[src/rtl/blm_pkg.sv]
// blm_pkg: shared widths, command and register codes, and structs for the
// battery low monitor. No dependencies.
package blm_pkg;

  // stream payload widths
  localparam int IN_TDATA_W  = 16;
  localparam int OUT_TDATA_W = 24;
  localparam int SAMPLE_W    = 12;
  localparam int MV_W        = 16;
  localparam int AVG_W       = 24;
  localparam int FRAC_W      = 8;

  // divider and scaling
  localparam int QUO_W     = 24;
  localparam int MVQ_W     = 12;
  localparam int PROD_W    = MVQ_W + 16;
  localparam int SCALE_MV  = 3300;
  localparam int ADC_FULL  = 4095;
  localparam int HYST_DEN  = 20;
  localparam int HYST_NUM  = 21;
  localparam int V20_W     = AVG_W + 5;
  localparam int T21_W     = 16 + 5;

  // configuration port
  localparam int CFG_IDX_W  = 2;
  localparam int CFG_DATA_W = 16;
  localparam logic [CFG_IDX_W-1:0] REG_LOW_THR = 2'd0;
  localparam logic [CFG_IDX_W-1:0] REG_GAIN    = 2'd1;
  localparam logic [CFG_IDX_W-1:0] REG_PERIOD  = 2'd2;
  localparam logic [CFG_IDX_W-1:0] REG_TRIP    = 2'd3;

  localparam logic [15:0] RST_LOW_THR = 16'd3600;
  localparam logic [15:0] RST_GAIN    = 16'd4096;
  localparam logic [15:0] RST_PERIOD  = 16'd1000;
  localparam logic [7:0]  RST_TRIP    = 8'd10;

  // commands from front to back
  localparam int KIND_W = 2;
  localparam logic [KIND_W-1:0] CMD_PASS   = 2'd0;
  localparam logic [KIND_W-1:0] CMD_ABSORB = 2'd1;
  localparam logic [KIND_W-1:0] CMD_TICK   = 2'd2;

  typedef struct packed {
    logic [15:0] low_thr;
    logic [15:0] gain;
    logic [15:0] period;
    logic [7:0]  trip;
  } cfg_t;

  typedef struct packed {
    logic start;
    logic long_mode;
  } div_ctl_t;

  typedef struct packed {
    logic busy;
    logic done;
  } div_sts_t;

endpackage

[src/rtl/blm_front.sv]
// blm_front: accepts input transactions, sums samples into blocks and
// turns each item into a command for the back end. Depends on blm_pkg.
module blm_front import blm_pkg::*; #(
  parameter int SAMPLES_PER_BLOCK = 16,
  parameter int SUM_W             = 16
) (
  input  logic                  clk,
  input  logic                  rst_n,
  input  logic                  in_tvalid,
  output logic                  in_tready,
  input  logic [IN_TDATA_W-1:0] in_tdata,
  input  logic                  in_tuser,
  output logic                  cmd_valid,
  input  logic                  cmd_ready,
  output logic [KIND_W-1:0]     cmd_kind,
  output logic [SUM_W-1:0]      cmd_sum
);

  localparam int FILL_W = (SAMPLES_PER_BLOCK > 1) ? $clog2(SAMPLES_PER_BLOCK) : 1;
  localparam logic [FILL_W-1:0] FILL_LAST = FILL_W'(SAMPLES_PER_BLOCK - 1);

  logic [SUM_W-1:0]  sum_r;
  logic [FILL_W-1:0] fill_r;
  logic [SUM_W-1:0]  sum_add;
  logic              last;
  logic              accept;

  assign in_tready = cmd_ready;
  assign cmd_valid = in_tvalid;
  assign accept    = in_tvalid && cmd_ready;
  assign sum_add   = sum_r + SUM_W'(in_tdata[SAMPLE_W-1:0]);
  assign last      = (fill_r == FILL_LAST);
  assign cmd_sum   = sum_add;

  always_comb begin
    priority if (in_tuser) begin
      cmd_kind = CMD_TICK;
    end else if (last) begin
      cmd_kind = CMD_ABSORB;
    end else begin
      cmd_kind = CMD_PASS;
    end
  end

  always_ff @(posedge clk) begin
    if (!rst_n) begin
      sum_r  <= '0;
      fill_r <= '0;
    end else if (accept && !in_tuser) begin
      if (last) begin
        sum_r  <= '0;
        fill_r <= '0;
      end else begin
        sum_r  <= sum_add;
        fill_r <= fill_r + FILL_W'(1);
      end
    end
  end

endmodule

[src/rtl/blm_queue.sv]
// blm_queue: two-entry command queue between front and back end.
// Depends on blm_pkg only through the importing modules.
module blm_queue #(
  parameter int WIDTH = 18
) (
  input  logic             clk,
  input  logic             rst_n,
  input  logic             wr_valid,
  output logic             wr_ready,
  input  logic [WIDTH-1:0] wr_data,
  output logic             rd_valid,
  input  logic             rd_ready,
  output logic [WIDTH-1:0] rd_data
);

  logic [WIDTH-1:0] mem_r [2];
  logic             wr_ptr_r;
  logic             rd_ptr_r;
  logic [1:0]       count_r;
  logic             push;
  logic             pop;

  assign wr_ready = (count_r != 2'd2);
  assign rd_valid = (count_r != 2'd0);
  assign push     = wr_valid && wr_ready;
  assign pop      = rd_valid && rd_ready;
  assign rd_data  = mem_r[rd_ptr_r];

  always_ff @(posedge clk) begin
    if (push) begin
      mem_r[wr_ptr_r] <= wr_data;
    end
  end

  always_ff @(posedge clk) begin
    if (!rst_n) begin
      wr_ptr_r <= 1'b0;
      rd_ptr_r <= 1'b0;
      count_r  <= 2'd0;
    end else begin
      if (push) begin
        wr_ptr_r <= !wr_ptr_r;
      end
      if (pop) begin
        rd_ptr_r <= !rd_ptr_r;
      end
      unique case ({push, pop})
        2'b10:   count_r <= count_r + 2'd1;
        2'b01:   count_r <= count_r - 2'd1;
        default: count_r <= count_r;
      endcase
    end
  end

endmodule

[src/rtl/blm_div.sv]
// blm_div: constant divider by reciprocal multiplication; short mode divides
// by the block full scale, long mode by the smoothing window. Depends on blm_pkg.
module blm_div import blm_pkg::*; #(
  parameter int SAMPLES_PER_BLOCK = 16,
  parameter int SMOOTH_WINDOW     = 16,
  parameter int DIV_W             = 16,
  parameter int NUM_W             = 28
) (
  input  logic             clk,
  input  logic             rst_n,
  input  div_ctl_t         ctl,
  input  logic [NUM_W-1:0] num,
  output div_sts_t         sts,
  output logic [QUO_W-1:0] quo
);

  localparam int OPA_W  = (NUM_W > AVG_W) ? NUM_W : AVG_W;
  localparam int RCP_W  = OPA_W + 1;
  localparam int PRD_W  = OPA_W + RCP_W;
  localparam int WIN_L  = $clog2(SMOOTH_WINDOW);
  // shift = operand bits + divisor bits keeps floor(n * m >> shift) exact
  localparam int MV_SH  = NUM_W + DIV_W;
  localparam int WIN_SH = AVG_W + WIN_L;
  localparam longint MV_D  = longint'(ADC_FULL) * longint'(SAMPLES_PER_BLOCK);
  localparam longint WIN_D = longint'(SMOOTH_WINDOW);
  localparam logic [RCP_W-1:0] MV_RCP  =
    RCP_W'(((longint'(1) << MV_SH) + MV_D - 1) / MV_D);
  localparam logic [RCP_W-1:0] WIN_RCP =
    RCP_W'(((longint'(1) << WIN_SH) + WIN_D - 1) / WIN_D);

  logic [OPA_W-1:0] opa_r;
  logic [RCP_W-1:0] rcp_r;
  logic             long_r;
  logic [PRD_W-1:0] prod_r;
  logic             busy_r;
  logic             done_r;

  // long_r only changes on start, so it still selects the shift at done
  assign quo = long_r ? QUO_W'(prod_r >> WIN_SH) : QUO_W'(prod_r >> MV_SH);
  assign sts = '{busy: busy_r, done: done_r};

  // operand stage, then product stage
  always_ff @(posedge clk) begin
    if (ctl.start) begin
      opa_r  <= OPA_W'(num);
      rcp_r  <= ctl.long_mode ? WIN_RCP : MV_RCP;
      long_r <= ctl.long_mode;
    end
    if (busy_r) begin
      prod_r <= PRD_W'(opa_r) * PRD_W'(rcp_r);
    end
  end

  always_ff @(posedge clk) begin
    if (!rst_n) begin
      busy_r <= 1'b0;
      done_r <= 1'b0;
    end else begin
      busy_r <= ctl.start;
      done_r <= busy_r;
    end
  end

endmodule

[src/rtl/blm_back.sv]
// blm_back: executes commands: block scaling, smoothing, tick counting and
// debounced low detection; drives the result register. Depends on blm_pkg.
module blm_back import blm_pkg::*; #(
  parameter int SUM_W             = 16
) (
  input  logic                   clk,
  input  logic                   rst_n,
  input  cfg_t                   cfg,
  input  logic                   cmd_valid,
  output logic                   cmd_ready,
  input  logic [KIND_W-1:0]      cmd_kind,
  input  logic [SUM_W-1:0]       cmd_sum,
  output div_ctl_t               div_ctl,
  output logic [SUM_W+MVQ_W-1:0] div_num,
  input  div_sts_t               div_sts,
  input  logic [QUO_W-1:0]       div_quo,
  output logic                   out_tvalid,
  input  logic                   out_tready,
  output logic [OUT_TDATA_W-1:0] out_tdata,
  output logic                   out_tuser
);

  localparam int NUM_W = SUM_W + MVQ_W;

  localparam logic [3:0] ST_IDLE  = 4'd0;
  localparam logic [3:0] ST_MV_GO = 4'd1;
  localparam logic [3:0] ST_MV_WT = 4'd2;
  localparam logic [3:0] ST_GAIN  = 4'd3;
  localparam logic [3:0] ST_LOAD  = 4'd4;
  localparam logic [3:0] ST_V_GO  = 4'd5;
  localparam logic [3:0] ST_V_WT  = 4'd6;
  localparam logic [3:0] ST_X_GO  = 4'd7;
  localparam logic [3:0] ST_X_WT  = 4'd8;
  localparam logic [3:0] ST_TICK  = 4'd9;
  localparam logic [3:0] ST_CHK   = 4'd10;
  localparam logic [3:0] ST_DEB   = 4'd11;
  localparam logic [3:0] ST_OUT   = 4'd12;

  logic [3:0]       state_r;
  logic [3:0]       state_nxt;
  logic [NUM_W-1:0] p_r;
  logic [MVQ_W-1:0] mv_r;
  logic [PROD_W-1:0] prod_r;
  logic [AVG_W-1:0] xq_r;
  logic [AVG_W-1:0] qv_r;
  logic [AVG_W-1:0] v_r;
  logic             started_r;
  logic [15:0]      ticks_r;
  logic [7:0]       cnt_r;
  logic             low_r;
  logic             event_r;
  logic [V20_W-1:0] v20_r;
  logic [T21_W-1:0] t21_r;
  logic             out_valid_r;
  logic [OUT_TDATA_W-1:0] out_data_r;
  logic             out_user_r;

  logic             pop;
  logic             out_load;
  logic [15:0]      ticks_inc;
  logic             check_due;
  logic [AVG_W-1:0] xq;
  logic             below;
  logic             above;
  logic [7:0]       cnt_inc;
  logic [7:0]       cnt_dec;

  assign cmd_ready  = (state_r == ST_IDLE);
  assign pop        = cmd_valid && cmd_ready;
  assign out_load   = (state_r == ST_OUT) && (!out_valid_r || out_tready);
  assign ticks_inc  = (ticks_r == 16'hFFFF) ? ticks_r : ticks_r + 16'd1;
  assign check_due  = (ticks_inc >= cfg.period);
  // 12-bit mV times Q4.12 gain shifted by 12 always fits 16 bits
  assign xq         = {prod_r[PROD_W-1:MVQ_W], {FRAC_W{1'b0}}};
  assign below      = (v_r < {cfg.low_thr, {FRAC_W{1'b0}}});
  assign above      = (v20_r > {t21_r, {FRAC_W{1'b0}}});
  assign cnt_inc    = (cnt_r == 8'hFF) ? cnt_r : cnt_r + 8'd1;
  assign cnt_dec    = (cnt_r == 8'h00) ? cnt_r : cnt_r - 8'd1;

  assign out_tvalid = out_valid_r;
  assign out_tdata  = out_data_r;
  assign out_tuser  = out_user_r;

  always_comb begin
    state_nxt = state_r;
    div_ctl   = '{start: 1'b0, long_mode: 1'b0};
    div_num   = p_r;
    unique case (state_r)
      ST_IDLE: begin
        if (pop) begin
          unique case (cmd_kind)
            CMD_ABSORB: state_nxt = ST_MV_GO;
            CMD_TICK:   state_nxt = ST_TICK;
            default:    state_nxt = ST_OUT;
          endcase
        end
      end
      ST_MV_GO: begin
        div_ctl   = '{start: 1'b1, long_mode: 1'b0};
        state_nxt = ST_MV_WT;
      end
      ST_MV_WT: begin
        if (div_sts.done) begin
          state_nxt = ST_GAIN;
        end
      end
      ST_GAIN: state_nxt = ST_LOAD;
      ST_LOAD: state_nxt = started_r ? ST_V_GO : ST_OUT;
      ST_V_GO: begin
        div_ctl   = '{start: 1'b1, long_mode: 1'b1};
        div_num   = NUM_W'(v_r);
        state_nxt = ST_V_WT;
      end
      ST_V_WT: begin
        if (div_sts.done) begin
          state_nxt = ST_X_GO;
        end
      end
      ST_X_GO: begin
        div_ctl   = '{start: 1'b1, long_mode: 1'b1};
        div_num   = NUM_W'(xq_r);
        state_nxt = ST_X_WT;
      end
      ST_X_WT: begin
        if (div_sts.done) begin
          state_nxt = ST_OUT;
        end
      end
      ST_TICK: state_nxt = check_due ? ST_CHK : ST_OUT;
      ST_CHK:  state_nxt = ST_DEB;
      ST_DEB:  state_nxt = ST_OUT;
      ST_OUT: begin
        if (out_load) begin
          state_nxt = ST_IDLE;
        end
      end
      default: state_nxt = ST_IDLE;
    endcase
  end

  // datapath registers without reset
  always_ff @(posedge clk) begin
    if (pop) begin
      p_r <= NUM_W'(cmd_sum) * NUM_W'(SCALE_MV);
    end
    if (state_r == ST_MV_WT && div_sts.done) begin
      mv_r <= div_quo[MVQ_W-1:0];
    end
    if (state_r == ST_GAIN) begin
      prod_r <= PROD_W'(mv_r) * PROD_W'(cfg.gain);
    end
    if (state_r == ST_LOAD) begin
      xq_r <= xq;
    end
    if (state_r == ST_V_WT && div_sts.done) begin
      qv_r <= div_quo;
    end
    if (state_r == ST_CHK) begin
      v20_r <= V20_W'(v_r) * V20_W'(HYST_DEN);
      t21_r <= T21_W'(cfg.low_thr) * T21_W'(HYST_NUM);
    end
    if (out_load) begin
      out_data_r <= OUT_TDATA_W'({event_r, low_r, v_r[AVG_W-1:FRAC_W]});
      out_user_r <= started_r;
    end
  end

  // control and architectural state
  always_ff @(posedge clk) begin
    if (!rst_n) begin
      state_r     <= ST_IDLE;
      v_r         <= '0;
      started_r   <= 1'b0;
      ticks_r     <= '0;
      cnt_r       <= '0;
      low_r       <= 1'b0;
      event_r     <= 1'b0;
      out_valid_r <= 1'b0;
    end else begin
      state_r <= state_nxt;
      if (pop) begin
        event_r <= 1'b0;
      end
      if (state_r == ST_LOAD && !started_r) begin
        v_r       <= xq;
        started_r <= 1'b1;
      end
      if (state_r == ST_X_WT && div_sts.done) begin
        v_r <= v_r - qv_r + div_quo;
      end
      if (state_r == ST_TICK) begin
        ticks_r <= check_due ? 16'd0 : ticks_inc;
      end
      if (state_r == ST_DEB) begin
        if (!low_r) begin
          if (below) begin
            cnt_r <= cnt_inc;
            if (cnt_inc >= cfg.trip) begin
              low_r   <= 1'b1;
              event_r <= 1'b1;
            end
          end
        end else if (above) begin
          cnt_r <= cnt_dec;
          if (cnt_dec == 8'h00) begin
            low_r <= 1'b0;
          end
        end
      end
      if (out_load) begin
        out_valid_r <= 1'b1;
      end else if (out_tready) begin
        out_valid_r <= 1'b0;
      end
    end
  end

endmodule

[src/rtl/battery_low_monitor.sv]
// battery_low_monitor: a sample that closes a block runs the mV division by
// reciprocal multiply; later blocks add two smoothing divisions, three in all.
// The back end takes a new transaction only once the previous result has been
// loaded into the result register; the two-entry queue lets the front take up
// to two transactions ahead. Synchronous active-low reset clears the control
// state and restores the configuration reset values; datapath registers are not reset.
module battery_low_monitor import blm_pkg::*; #(
  parameter int SAMPLES_PER_BLOCK = 16,
  parameter int SMOOTH_WINDOW     = 16
) (
  input  logic                   clk,
  input  logic                   rst_n,
  // input stream
  input  logic                   in_tvalid,
  output logic                   in_tready,
  input  logic [IN_TDATA_W-1:0]  in_tdata,   // [11:0] sample, [15:12] zero
  input  logic                   in_tuser,   // [0] req_type, 1 = tick
  // result stream
  output logic                   out_tvalid,
  input  logic                   out_tready,
  output logic [OUT_TDATA_W-1:0] out_tdata,  // [15:0] battery_mv, [16] low_flag,
                                             // [17] low_event, [23:18] zero
  output logic                   out_tuser,  // [0] average_valid
  // configuration writes
  input  logic                   cfg_valid,
  output logic                   cfg_ready,
  input  logic [CFG_IDX_W-1:0]   cfg_index,
  input  logic [CFG_DATA_W-1:0]  cfg_data
);

  // block sum must hold SAMPLES_PER_BLOCK full-scale samples
  localparam int SUM_W = SAMPLE_W + $clog2(SAMPLES_PER_BLOCK);
  localparam int NUM_W = SUM_W + MVQ_W;
  localparam int Q_W   = KIND_W + SUM_W;

  cfg_t              cfg_r;
  logic              f_valid;
  logic              f_ready;
  logic [KIND_W-1:0] f_kind;
  logic [SUM_W-1:0]  f_sum;
  logic              q_valid;
  logic              q_ready;
  logic [Q_W-1:0]    q_data;
  div_ctl_t          div_ctl;
  div_sts_t          div_sts;
  logic [NUM_W-1:0]  div_num;
  logic [QUO_W-1:0]  div_quo;

  // config writes are always accepted
  assign cfg_ready = 1'b1;

  always_ff @(posedge clk) begin
    if (!rst_n) begin
      cfg_r <= '{low_thr: RST_LOW_THR, gain: RST_GAIN,
                 period: RST_PERIOD, trip: RST_TRIP};
    end else if (cfg_valid) begin
      unique case (cfg_index)
        REG_LOW_THR: cfg_r.low_thr <= cfg_data;
        REG_GAIN:    cfg_r.gain    <= cfg_data;
        REG_PERIOD:  cfg_r.period  <= cfg_data;
        REG_TRIP:    cfg_r.trip    <= cfg_data[7:0];
        default:     cfg_r         <= cfg_r;
      endcase
    end
  end

  // front: block accumulation and item classification
  blm_front #(
    .SAMPLES_PER_BLOCK(SAMPLES_PER_BLOCK),
    .SUM_W            (SUM_W)
  ) u_front (
    .clk      (clk),
    .rst_n    (rst_n),
    .in_tvalid(in_tvalid),
    .in_tready(in_tready),
    .in_tdata (in_tdata),
    .in_tuser (in_tuser),
    .cmd_valid(f_valid),
    .cmd_ready(f_ready),
    .cmd_kind (f_kind),
    .cmd_sum  (f_sum)
  );

  // command queue decouples front from back
  blm_queue #(
    .WIDTH(Q_W)
  ) u_queue (
    .clk     (clk),
    .rst_n   (rst_n),
    .wr_valid(f_valid),
    .wr_ready(f_ready),
    .wr_data ({f_kind, f_sum}),
    .rd_valid(q_valid),
    .rd_ready(q_ready),
    .rd_data (q_data)
  );

  // shared reciprocal divider for mV scaling and smoothing
  blm_div #(
    .SAMPLES_PER_BLOCK(SAMPLES_PER_BLOCK),
    .SMOOTH_WINDOW    (SMOOTH_WINDOW),
    .DIV_W            (SUM_W),
    .NUM_W            (NUM_W)
  ) u_div (
    .clk  (clk),
    .rst_n(rst_n),
    .ctl  (div_ctl),
    .num  (div_num),
    .sts  (div_sts),
    .quo  (div_quo)
  );

  // back: arithmetic, debounce and result register
  blm_back #(
    .SUM_W            (SUM_W)
  ) u_back (
    .clk       (clk),
    .rst_n     (rst_n),
    .cfg       (cfg_r),
    .cmd_valid (q_valid),
    .cmd_ready (q_ready),
    .cmd_kind  (q_data[Q_W-1:SUM_W]),
    .cmd_sum   (q_data[SUM_W-1:0]),
    .div_ctl   (div_ctl),
    .div_num   (div_num),
    .div_sts   (div_sts),
    .div_quo   (div_quo),
    .out_tvalid(out_tvalid),
    .out_tready(out_tready),
    .out_tdata (out_tdata),
    .out_tuser (out_tuser)
  );

endmodule

[config.mk]
export PLATFORM = sky130hd
export DESIGN_NAME = battery_low_monitor
export DESIGN_NICKNAME = d
export VERILOG_FILES = /design/src/rtl/blm_pkg.sv /design/src/rtl/blm_front.sv /design/src/rtl/blm_queue.sv /design/src/rtl/blm_div.sv /design/src/rtl/blm_back.sv /design/src/rtl/battery_low_monitor.sv
export SDC_FILE = /design/constraint.sdc
export NUM_CORES = 2
export LEC_CHECK = 0
export CAP_MARGIN = 10
export CORE_MARGIN = 1.5
export CORE_UTILIZATION = 60
export CTS_CLUSTER_SIZE = 30
export DETAILED_ROUTE_END_ITERATION = 12
export DONT_BUFFER_PORTS = 1
export GPL_TIMING_DRIVEN = 0
export PLACE_DENSITY = 0.76
export SLEW_MARGIN = 20
export SYNTH_ARGS = -nofsm -noshare
export SYNTH_HDL_FRONTEND = slang
export SYNTH_SLANG_ARGS = --single-unit
[constraint.sdc]
create_clock -name clk -period 9.5 [get_ports clk]
set_clock_uncertainty 0.05 [all_clocks]
set_input_delay 1.9 -clock clk [delete_from_list [all_inputs] [get_ports clk]]
set_output_delay 1.9 -clock clk [all_outputs]
set_load 0.01 [all_outputs]
==> load_flow_metrics.sql <==
INSERT INTO impl_metrics (metric_group, metric, value, unit) VALUES
('status', 'outcome', 'finished, final reports clean', ''),
('cts', 'total_of_hold_buffers_inserted_after_clock_tree_synthesis', '0', ''),
('sta', 'final_number_of_hold_violating_endpoints', '0', ''),
('layout', 'multi_input_area', '0.02176', 'mm^2'),
('grt', 'initial_antenna_violation_count', '3', ''),
('layout', 'post_layout_nonfiller_instances', '4441', ''),
('critical_path', 'critical_path.max_fanout', '10', ''),
('critical_path', 'setup.reg_to_reg.worst_slack', '2.44', 'ns'),
('synthesis', 'synthDistinctLibCells', '77', ''),
('cts', 'clk_transition_reported_paths', '0.07', 'ns'),
('cts', 'cts-root-to-sink-buffers', '3', ''),
('sta', 'relSlewSlack', '0.2533', ''),
('synthesis', 'synth_sequential_area_ratio', '0.2996', ''),
('synthesis', 'ys_ff_latch', '395', ''),
('die', 'num_io_pins', '68', ''),
('critical_path', 'critical_path_buf_inv_count', '4', ''),
('cts', 'cts_htree_levels', '2', ''),
('layout', 'syn_to_final_growth', '7.833', '%'),
('layout', 'seq_area', '0.01047', 'mm^2'),
('power', 'peakVddDrop', '0.0006899', 'V'),
('die', 'dieHeight', '244.4', 'um'),
('synthesis', 'synth-edff-count', '256', ''),
('placed_design', 'finalWeightedCongestion', '0.9830', ''),
('cts', 'clkLatencyLatePin', '0.61', 'ns'),
('cts', 'cts_setup_buffers', '0', ''),
('placed_design', 'postPlaceCellArea', '0.03609', 'mm^2'),
('layout', 'antenna_cells_inserted', '0', ''),
('critical_path', 'cp-start-kind', 'flop', ''),
('drt', 'dr_total_vias', '25420', ''),
('grt', 'global_route.usage.total', '0.2871', ''),
('cts', 'cts.sinks', '395', ''),
('sta', 'maxClockFrequency', '141.7', 'MHz'),
('critical_path', 'worst_path_most_repeated_cell', 'fa_1', ''),
('placed_design', 'place.detailed.instances', '4358', ''),
('sta', 'final_critical_delay_including_setup_and_external_delays', '7.055', 'ns'),
('sta', 'finalSetupTns', '0', 'ns'),
('cts', 'cts_tree', 'done', ''),
('drt', 'viasPerCell', '5.724', ''),
('flow_run', 'max_cap_violations', '0', ''),
('critical_path', 'worst_setup_path_end_kind', 'flop', ''),
('synthesis', 'cells_after_synthesis', '3575', ''),
('worst_hold_path', 'hp-class', 'flop to flop', ''),
('critical_path', 'critPathLaunch', 'u_back.mv_r[4]', ''),
('critical_path', 'crit_path_to', 'u_back.prod_r[24]', ''),
('drt', 'routedWlPerCell', '18.96', 'um'),
('layout', 'design.final.nets', '4488', ''),
('die', 'core.rowCount', '88', ''),
('die', 'initial_core_util', '0.6069', ''),
('critical_path', 'critPathKind', 'flop to flop', ''),
('synthesis', 'synthesis.yosys.warnings', '0', ''),
('sta', 'worst_hold_margin', '0.4119', 'ns'),
('grt', 'grt_overflow', '0', ''),
('placed_design', 'io_buffer_count', '0', ''),
('layout', 'final_cell_area', '0.03769', 'mm^2'),
('grt', 'wire_length_of_the_first_global_routing_pass', '133700', 'um'),
('drt', 'first_pass_iteration_count_of_the_detailed_router', '6', ''),
('critical_path', 'worst-r2r-cell-count', '21', ''),
('synthesis', 'syn_avg_cell_area', '9.776', 'um^2'),
('placed_design', 'hpwl', '67900', 'um'),
('drt', 'postRouteAntennaNets', '0', ''),
('critical_path', 'cp_slowest_cell', 'edfxtp_1', ''),
('sta', 'timing.final.crit_share', '0.7427', ''),
('die', 'die_area', '0.05971', 'mm^2'),
('critical_path', 'worstPathCellList', 'clkbuf_1 -> nand2_1 -> fa_1 -> fa_1 -> inv_1 -> ha_1 -> fa_1 -> inv_1 -> fa_1 -> inv_1 -> ha_1 -> a21o_1 -> a21oi_1 -> nor2b_1 -> o21ai_0 -> a31oi_1 -> o21ai_0 -> a211oi_1 -> o21ai_0 -> a211oi_1 -> nor2_1', ''),
('sta', 'timing_worst_slew_pin_value', '1.120', 'ns'),
('die', 'floorplan.core_area', '0.05759', 'mm^2'),
('grt', 'via_count_of_the_first_global_routing_pass', '25330', ''),
('synthesis', 'synthFlopType', 'edfxtp_1', ''),
('synthesis', 'synth-async-reset-ratio', '0', ''),
('critical_path', 'critical_path_depth', '21', ''),
('power', 'total_power_divided_by_cell_area', '373.2', 'mW/mm^2');
[Yosys cell counts (23+ instances only)]
| master | count | share of area |
|---|---|---|
| ha_1 | 550 | 0.20 |
| nand3_1 | 57 | 0.0082 |
| o21ai_0 | 86 | 0.012 |
| nand2_1 | 349 | 0.037 |
| a22oi_1 | 29 | 0.0062 |
| xor2_1 | 48 | 0.012 |
| nor2_1 | 157 | 0.017 |
| xnor2_1 | 103 | 0.026 |
| dfxtp_1 | 139 | 0.080 |
| a21o_1 | 64 | 0.014 |
| inv_1 | 620 | 0.067 |
| fa_1 | 258 | 0.15 |
| o21bai_1 | 23 | 0.0049 |
| and2_1 | 123 | 0.022 |
| o211ai_1 | 26 | 0.0056 |
| nor3_1 | 51 | 0.0073 |
| edfxtp_1 | 256 | 0.22 |
| clkbuf_1 | 103 | 0.011 |
| a21oi_1 | 182 | 0.026 |
| mux2i_1 | 31 | 0.0089 |
[routing by layer]
layer	share of wire	up-vias	routed length [um]	global-route usage
met5	0	-	0	0
met4	0.039	0	3277	0.1019
met3	0.077	181	6486	0.05026
met2	0.46	891	38630	0.4738
met1	0.43	12200	35790	0.3805
li1	-	12150	-	-
[flip-flops by register name, indices dropped and copies added (netlist names), 2 cells and up, named ones only]
| name | flops |
|---|---|
| u_back.v20_r | 27 |
| u_back.xq_r | 16 |
| u_back.out_tdata | 18 |
| u_back.state_r | 4 |
| u_back.prod_r | 16 |
| u_div.prod_r | 29 |
| u_front.sum_r | 16 |
| u_back.ticks_r | 16 |
| u_div.opa_r | 28 |
| u_queue.mem_r | 36 |
| cfg_r | 56 |
| u_back.v_r | 24 |
| u_back.p_r | 26 |
| u_div.rcp_r | 2 |
| u_back.qv_r | 24 |
| u_back.cnt_r | 8 |
| u_back.t21_r | 21 |
| u_queue.count_r | 2 |
| u_front.fill_r | 4 |
| u_back.mv_r | 12 |
[where the power goes]
group | switching [mW] | leakage (nW) | total (mW) | internal [mW]
Sequential | 0.221 | 3.48 | 2.86 | 2.64
Clock | 0.765 | 0.753 | 1.89 | 1.13
Combinational | 5.24 | 13.9 | 9.31 | 4.07
Total | 6.23 | 18.1 | 14.1 | 7.84
[worst register-to-register path, stage by stage, from the launching register on]
cell and delay (ns):
edfxtp_1 0.62, clkbuf_1 0.46, nand2_1 0.15, fa_1 0.51
fa_1 0.52, inv_1 0.04, ha_1 0.32, fa_1 0.54
inv_1 0.05, fa_1 0.52, inv_1 0.04, ha_1 0.30
a21o_1 0.17, a21oi_1 0.20, nor2b_1 0.15, o21ai_0 0.14
a31oi_1 0.49, o21ai_0 0.34, a211oi_1 0.57, o21ai_0 0.23
a211oi_1 0.27, nor2_1 0.06
[through the flow]
stage	total power, mW	setup slack (ns)	utilization
2_1_floorplan	10.14	3.319	-
3_3_place_gp	11.80	2.550	0.6239
3_5_place_dp	12.07	2.549	0.6267
4_1_cts	14.09	2.480	0.6545
5_1_grt	15.40	2.074	0.6545
6_report	14.07	2.445	0.6545
[placed cells by master (no fill, tap or decap), types with 8 or more instances in the layout]
cell	n
a221o_1	17
xnor2_1	103
and3_1	17
a21boi_0	8
inv_1	620
o31ai_1	11
edfxtp_1	256
a21o_1	64
a2111oi_0	9
o211ai_1	26
o21ai_0	86
mux2_2	11
nand2b_1	19
a31oi_1	15
dfxtp_1	138
clkbuf_1	108
o21a_1	18
fa_1	258
o21bai_1	23
and2_1	123
nor2_1	155
nand2_1	349
nand3_1	57
or3_1	19
or2_2	8
ha_1	550
mux2i_1	31
nand4_1	18
a22oi_1	29
xor2_1	48
buf_4	16
nor2b_1	22
clkbuf_16	45
a211oi_1	21
nor3_1	48
a21oi_1	182
bufinv_16	9
[worst min path at each step]
stage | from | end | slack [ns] | depth (start not counted)
6_report | cfg_r[12] | cfg_r[12] | 0.41 | 2
5_1_grt | u_back.prod_r[14] | u_back.xq_r[10] | 0.42 | 0
4_1_cts | cfg_r[10] | cfg_r[10] | 0.40 | 2
3_5_place_dp | u_back.prod_r[15] | u_back.xq_r[11] | 0.39 | 0
3_3_place_gp | u_back.prod_r[13] | u_back.xq_r[9] | 0.38 | 0
2_1_floorplan | u_back.event_r | u_back.out_tdata[17] | 0.36 | 0
[logic make-up (layout without fill, tap and decap cells)]
group	Yosys count	count (layout)	synth area share
and+or+nand+nor	880	880	0.1192
AOI/OAI and AO/OA	565	565	0.1066
DFF	395	395	0.2996
buffers and inverters	732	828	0.07937
xor gates and xnor gates	151	151	0.03784
adders and majority gates	808	808	0.3447
muxes	42	42	0.01242
other	2	7	0.0002149
[area by class of cell]
class / count / share of cell area
Inverter: 620 / 0.06175
Clock buffer: 50 / 0.03038
Multi-Input combinational cell: 2453 / 0.5774
Clock inverter: 33 / 0.01205
Tap cell: 765 / 0.02540
Timing Repair Buffer: 13 / 0.003287
Buffer: 112 / 0.01185
Sequential cell: 395 / 0.2778
Note: power is estimated with default switching activity, not from simulation.
